`src/design/sim_pkg.sv`:
```
// Shared types and constants for the sorted interval insert/merge block.
// No dependencies; imported by sim_cell and sorted_interval_insert_merge.
package sim_pkg;

    localparam int DATA_W = 32;

    // Opcodes of an input transfer
    localparam logic [1:0] OP_CLEAR  = 2'd0;
    localparam logic [1:0] OP_APPEND = 2'd1;
    localparam logic [1:0] OP_INSERT = 2'd2;

    // Status codes
    localparam logic ST_OK   = 1'b0;
    localparam logic ST_FULL = 1'b1;

    // One closed interval [lo, hi]
    typedef struct packed {
        logic signed [DATA_W-1:0] lo;
        logic signed [DATA_W-1:0] hi;
    } entry_t;

    // Per-cell control from the sequencer
    typedef struct packed {
        logic shift;
        logic load;
    } cell_ctrl_t;

endpackage

```
`src/design/sorted_interval_insert_merge.sv`:
```
// Top level: sequencer plus a ring of sim_cell entries, and the result register.
// Depends on sim_pkg and sim_cell.
// Clear and append: one status result in the cycle after the transfer; busy stays low.
// Insert: a scan pass over all TABLE_DEPTH cells builds the merged interval, an emit pass over
//   them (pausing where the merged slot falls inside it), then the closing states S_END and
//   S_FLUSH; the last result appears in the same cycle that busy drops.
// Results come one per cycle at most on out_valid; the receiver cannot stall.
// Reset (rst_n low, asynchronous) empties the table and returns the sequencer to idle.
module sorted_interval_insert_merge
    import sim_pkg::*;
#(
    parameter int TABLE_DEPTH = 32
)
(
    input  logic                     clk,
    input  logic                     rst_n,
    input  logic                     start,
    output logic                     busy,
    input  logic [1:0]               opcode,
    input  logic signed [DATA_W-1:0] bound_low,
    input  logic signed [DATA_W-1:0] bound_high,
    output logic                     out_valid,
    output logic signed [DATA_W-1:0] out_low,
    output logic signed [DATA_W-1:0] out_high,
    output logic                     status,
    output logic                     last
);

    localparam int CW = $clog2(TABLE_DEPTH + 1);

    localparam logic [2:0] S_IDLE  = 3'd0;
    localparam logic [2:0] S_SCAN  = 3'd1;
    localparam logic [2:0] S_EMIT  = 3'd2;
    localparam logic [2:0] S_END   = 3'd3;
    localparam logic [2:0] S_FLUSH = 3'd4;

    logic [2:0]    state_reg, state_next;
    logic [CW-1:0] step_reg, step_next;
    logic [CW-1:0] count_reg, count_next;
    logic          placed_reg, placed_next;
    logic          pend_valid_reg, pend_valid_next;
    logic          out_valid_reg, out_valid_next;
    entry_t        new_reg, new_next;
    entry_t        merge_reg, merge_next;
    entry_t        pend_reg, pend_next;
    entry_t        out_reg, out_next;
    logic          status_reg, status_next;
    logic          last_reg, last_next;

    entry_t        cell_q [TABLE_DEPTH];
    entry_t        head;
    entry_t        in_entry;
    entry_t        push_data;
    logic          push;
    logic          shift;
    logic          load;
    logic          accept;
    logic          in_range;
    logic          overlap;
    logic          last_step;

    assign accept    = start && !busy;
    assign busy      = (state_reg != S_IDLE);
    assign head      = cell_q[0];
    assign in_entry  = '{lo: bound_low, hi: bound_high};
    assign in_range  = (step_reg < count_reg);
    assign overlap   = (new_reg.lo <= head.hi) && (head.lo <= new_reg.hi);
    assign last_step = (step_reg == CW'(TABLE_DEPTH - 1));

    // Ring of cells; cell 0 is the head, each cell takes its upper neighbor's entry
    for (genvar i = 0; i < TABLE_DEPTH; i++)
    begin : g_cell
        cell_ctrl_t ctrl;
        entry_t     nbr;

        assign ctrl.shift = shift;
        assign ctrl.load  = load && (count_reg == CW'(i));
        assign nbr        = cell_q[(i + 1) % TABLE_DEPTH];

        sim_cell u_cell (
            .clk       (clk),
            .ctrl      (ctrl),
            .shift_in  (nbr),
            .load_data (in_entry),
            .data      (cell_q[i])
        );
    end

    // Sequencer
    always_comb
    begin
        state_next      = state_reg;
        step_next       = step_reg;
        count_next      = count_reg;
        placed_next     = placed_reg;
        new_next        = new_reg;
        merge_next      = merge_reg;
        push            = 1'b0;
        push_data       = head;
        shift           = 1'b0;
        load            = 1'b0;
        out_valid_next  = 1'b0;
        out_next        = '0;
        status_next     = ST_OK;
        last_next       = 1'b1;
        pend_next       = pend_reg;
        pend_valid_next = pend_valid_reg;

        unique case (state_reg)
            S_IDLE:
            begin
                if (accept)
                begin
                    priority if (opcode == OP_CLEAR)
                    begin
                        count_next     = '0;
                        out_valid_next = 1'b1;
                    end
                    else if (opcode == OP_APPEND)
                    begin
                        out_valid_next = 1'b1;
                        if (count_reg >= CW'(TABLE_DEPTH))
                        begin
                            status_next = ST_FULL;
                        end
                        else
                        begin
                            load       = 1'b1;
                            count_next = count_reg + 1'b1;
                        end
                    end
                    else if (opcode == OP_INSERT)
                    begin
                        new_next    = in_entry;
                        merge_next  = in_entry;
                        step_next   = '0;
                        placed_next = 1'b0;
                        state_next  = S_SCAN;
                    end
                    else
                    begin
                        state_next = S_IDLE;
                    end
                end
            end

            // Pass one: widen the merged interval over every overlapping entry
            S_SCAN:
            begin
                shift = 1'b1;
                if (in_range && overlap)
                begin
                    if (head.lo <= merge_reg.lo)
                    begin
                        merge_next.lo = head.lo;
                    end
                    if (merge_reg.hi <= head.hi)
                    begin
                        merge_next.hi = head.hi;
                    end
                end
                step_next = step_reg + 1'b1;
                if (last_step)
                begin
                    step_next  = '0;
                    state_next = S_EMIT;
                end
            end

            // Pass two: emit kept entries, slot the merged one in before the first above it
            S_EMIT:
            begin
                if (in_range && !overlap && !placed_reg && !(head.lo <= merge_reg.hi))
                begin
                    push        = 1'b1;
                    push_data   = merge_reg;
                    placed_next = 1'b1;
                end
                else
                begin
                    push      = in_range && !overlap;
                    push_data = head;
                    shift     = 1'b1;
                    step_next = step_reg + 1'b1;
                    if (last_step)
                    begin
                        step_next  = '0;
                        state_next = S_END;
                    end
                end
            end

            S_END:
            begin
                if (!placed_reg)
                begin
                    push        = 1'b1;
                    push_data   = merge_reg;
                    placed_next = 1'b1;
                end
                state_next = S_FLUSH;
            end

            // Held result goes out marked last
            S_FLUSH:
            begin
                out_valid_next  = 1'b1;
                out_next        = pend_reg;
                last_next       = 1'b1;
                pend_valid_next = 1'b0;
                state_next      = S_IDLE;
            end

            default:
            begin
                state_next = S_IDLE;
            end
        endcase

        // One-deep hold so the final result of an insert can be marked last
        if (push)
        begin
            if (pend_valid_reg)
            begin
                out_valid_next = 1'b1;
                out_next       = pend_reg;
                last_next      = 1'b0;
            end
            pend_next       = push_data;
            pend_valid_next = 1'b1;
        end
    end

    // Control state
    always_ff @(posedge clk or negedge rst_n)
    begin
        if (!rst_n)
        begin
            state_reg      <= S_IDLE;
            step_reg       <= '0;
            count_reg      <= '0;
            placed_reg     <= 1'b0;
            pend_valid_reg <= 1'b0;
            out_valid_reg  <= 1'b0;
        end
        else
        begin
            state_reg      <= state_next;
            step_reg       <= step_next;
            count_reg      <= count_next;
            placed_reg     <= placed_next;
            pend_valid_reg <= pend_valid_next;
            out_valid_reg  <= out_valid_next;
        end
    end

    // Payload registers
    always_ff @(posedge clk)
    begin
        new_reg    <= new_next;
        merge_reg  <= merge_next;
        pend_reg   <= pend_next;
        out_reg    <= out_next;
        status_reg <= status_next;
        last_reg   <= last_next;
    end

    assign out_valid = out_valid_reg;
    assign out_low   = out_reg.lo;
    assign out_high  = out_reg.hi;
    assign status    = status_reg;
    assign last      = last_reg;

    // Checks
    a_count_bound: assert property (@(posedge clk) disable iff (!rst_n)
        count_reg <= CW'(TABLE_DEPTH))
        else $error("entry count beyond table depth");

    a_full_is_last: assert property (@(posedge clk) disable iff (!rst_n)
        out_valid && status |-> last && out_low == '0 && out_high == '0)
        else $error("full status result malformed");

    a_insert_busy: assert property (@(posedge clk) disable iff (!rst_n)
        accept && opcode == OP_INSERT |=> busy)
        else $error("insert did not start a walk");

    a_flush_out: assert property (@(posedge clk) disable iff (!rst_n)
        state_reg == S_FLUSH |=> out_valid && last && !busy)
        else $error("insert did not end with a last result");

    a_pend_at_flush: assert property (@(posedge clk) disable iff (!rst_n)
        state_reg == S_FLUSH |-> pend_valid_reg)
        else $error("nothing held for the final result");

endmodule

```
`src/design/sim_cell.sv`:
```
// One storage cell of the interval ring: holds a single table entry.
// Depends on sim_pkg (entry_t, cell_ctrl_t).
module sim_cell
    import sim_pkg::*;
(
    input  logic       clk,
    input  cell_ctrl_t ctrl,
    input  entry_t     shift_in,
    input  entry_t     load_data,
    output entry_t     data
);

    entry_t data_reg;
    entry_t data_next;

    // Load from the append path, otherwise take the neighbor's entry when rotating
    always_comb
    begin
        data_next = data_reg;
        if (ctrl.load)
        begin
            data_next = load_data;
        end
        else if (ctrl.shift)
        begin
            data_next = shift_in;
        end
    end

    always_ff @(posedge clk)
    begin
        data_reg <= data_next;
    end

    assign data = data_reg;

endmodule
```
`config.mk`:
```
export PLATFORM = sky130hd
export DESIGN_NAME = sorted_interval_insert_merge
export DESIGN_NICKNAME = d
export VERILOG_FILES = /design/src/design/sim_pkg.sv /design/src/design/sorted_interval_insert_merge.sv /design/src/design/sim_cell.sv
export SDC_FILE = /design/constraint.sdc
export NUM_CORES = 2
export LEC_CHECK = 0
export ABC_AREA = 1
export BUFFER_PORTS_ARGS = -buffer_cell sky130_fd_sc_hd__clkbuf_2
export CAP_MARGIN = 40
export CORE_MARGIN = 1
export CORE_UTILIZATION = 40
export CTS_CLUSTER_SIZE = 40
export DETAILED_ROUTE_END_ITERATION = 8
export PLACE_DENSITY = 0.63
export SKIP_LAST_GASP = 1
export SLEW_MARGIN = 15
export SYNTH_ARGS = -nofsm -noshare
export SYNTH_HDL_FRONTEND = slang
export SYNTH_HIERARCHICAL = 1
export SYNTH_SLANG_ARGS = --single-unit
```
`constraint.sdc`:
```
create_clock -name clk -period 10.7 [get_ports clk]
set_clock_uncertainty 0.15 [all_clocks]
set_input_delay 2.14 -clock clk [delete_from_list [all_inputs] [get_ports clk]]
set_output_delay 2.14 -clock clk [all_outputs]
set_load 0.005 [all_outputs]
```
==> out/metrics.csv <==
metric,value,unit
status,completed,
final_cells,14500,
crit_type,register to register,
htree_levels,4,
layout_commonest_cell,nand2_1,
seqPwrFrac,53.7,%
numCtsBuffers,232,
hold_ws,0.305,ns
rsz0062_at_grt,false,
final_cell_mix,"6,581 x nand2_1, 2,240 x edfxtp_1, 245 x inv_1",
ys_warn_count,6,
clock_latency,0.92,ns
p_leak,47.0,nW
start_util,40.3,%
cp_data_arrival_time,6.03,ns
grt_pass1_wl,444000,µm
post-route-drc-count,0,
drive_above_1_share,7.28,%
grt_antenna_before_repair,4,
drt-initial-drc-count,9090,
period_share,52.9,%
p_sw_share,21.3,%
die-width,514,µm
critPathLaunch,g_cell[0].u_cell/data[21],
hp-class,register to register,
multiInputGateArea,31400,µm²
min_period,5.66,ns
grt.total_usage,22.1,%
p_switching,3.91,mW
grt_overflow_total,0,
nNetsFinal,11000,
io_pins,137,
vias,74100,
cts_hold_buf,0,
p_int,14.4,mW
max-slew-margin-rel,37.9,%
worst_pin_slew,0.932,ns
wl_per_cell,20.5,µm
fp.dieH,514,µm
path_max_fanout,39,
cts.clk_slew.worst_paths,0.06,ns
total_power,18.3,mW
drtAntennaViolNets,0,
syn-num-nets,10900,
min_from,g_cell[1].u_cell/data[48],
final_util,44.7,%
cts_tree,built,
drt-total-wl,296000,µm
clock_sinks,2324,
syn_inst,10700,
area_growth,10.9,%
finalSetupTns,0,ns
largest_reg_flops,2048,
port_buffers,136,
worst_setup_path_end_kind,register,
cts_root_buf,clkbuf_16,
grt_pass1_vias,68900,
power.density,157,nW/µm²
ys_types,43,
synth_area,105000,µm²
grt_max_degree,85,
rows,187,
clock.fmax,177,MHz
die_area,264000,µm²
dp_hpwl,179000,µm
fillers,24300,
ctsLongestPathBuffers,3,
hold_violations,0,
dpl.cell_count,14000,
first_pass_iters,6,
slew_violations,0,
reg2reg_from,g_cell[0].u_cell/data[21],
coreArea,260000,µm²
comb_power_share,1.9,%
register_area,69000,µm²
avgSynthCellArea,9.82,µm²
yosysSeqAreaShare,65.8,%
ir_worst_vdd,202,µV
viasPerCell,5.13,
ys_seq_elements,2324,
setup_viol,0,
cp.required,11.07,ns
worstSetupStartpointType,register,
gp_congestion,0.925,
cap_viol_max_count,0,
postCtsSetupRepairBufs,0,
post_cts_resized,0,
p_clk_share,44.5,%
==> cells by family after synthesis <==
kind of cell,count (synthesis),synth area share (%)
compound gates,442,2.25
xor+xnor,5,0.0418
fa+ha+maj,170,2.03
buf+inv,796,4.55
flops,2324,65.8
simple gates,6942,25.3
==> final cells by class <==
class                      instances  share of cell area [%]
tap                             3496                    3.76
timing repair buffer             347                    2.45
antenna                            3                 0.00646
clock inverter                   155                    1.34
sequential                      2324                    59.4
inverter                         284                   0.918
clock buffer                     286                    5.20
multi-input combinational       7559                    27.0
==> critical path, cell delays in order (launching register included) <==
cell and delay (ns):
edfxtp_1 0.79, inv_1 0.19, ha_1 0.35, nand2_1 0.05
nor2_1 0.13, nand4_1 0.11, nor2_1 0.29, nand4_1 0.29
nand3_1 0.21, a21boi_2 0.09, buf_4 0.30, nand2_1 0.14
nand2_1 0.12, nand2_2 0.08, buf_4 0.62, or2_2 0.77
buf_4 0.52
==> power groups by stage <==
stage	Combinational [mW]	Sequential [mW]	Clock [mW]
detailed placement	0.326	10.0	0
floorplan	0.0108	10.0	0
finish	0.339	9.82	8.14
global placement	0.324	10.0	0
CTS	0.326	9.82	8.29
global route	0.338	9.82	8.62
==> cell usage after synthesis (all sizes together) <==
cell type	n	share of area, %
nor3b	1	0.0072
nor4	2	0.018
clkinv	1	0.0036
nor3	10	0.052
o21a	25	0.18
o21bai	2	0.014
o221ai	4	0.033
buf	447	3.3
a21o	6	0.043
xnor2	1	0.0084
o31ai	1	0.0072
nor4b	1	0.0084
a2111oi	1	0.014
nor2	113	0.41
inv	283	1.0
dfxtp	66	1.3
clkbuf	65	0.23
dfrtp	18	0.43
a21oi	208	0.99
xor2	4	0.033
o22ai	2	0.012
nand2	6583	24
o21ai	183	0.88
edfxtp	2240	64
or2	32	0.19
ha	170	2.0
a221oi	2	0.017
nand4	93	0.55
nand3	107	0.51
a31oi	1	0.0060
a41oi	1	0.0084
a21boi	1	0.011
o211ai	1	0.0072
a211oi	4	0.029
==> final timing paths <==
kind | end | cells past startpoint | slack [ns]
setup / recovery | g_cell[13].u_cell/data[56] | 16 | 5.04
hold / removal | g_cell[0].u_cell/data[48] | 2 | 0.31
setup reg to reg | g_cell[13].u_cell/data[56] | 16 | 5.04
hold reg to reg | g_cell[0].u_cell/data[48] | 2 | 0.31
max in group asynchronous | count_reg[4] | 1 | 8.86
min in group asynchronous | out_valid | 1 | 1.08
==> per-layer routing <==
| metal | track usage (%) | vias to the layer above | wire (µm) |
|---|---|---|---|
| li1 | - | 34900 | - |
| met1 | 32.8 | 34800 | 130000 |
| met2 | 31.5 | 3836 | 122000 |
| met3 | 4.32 | 540 | 31000 |
| met4 | 9.25 | 2 | 12800 |
| met5 | 0 | - | 9 |
==> per-stage QoR <==
step | cell area [µm²] | worst slack [ns]
after global placement | 108000 | 4.23
final | 116000 | 5.04
after CTS | 116000 | 5.26
after detailed placement | 109000 | 4.33
after global routing | 116000 | 4.95
after floorplan | 105000 | 5.00
(Power assumes the default switching activity.)
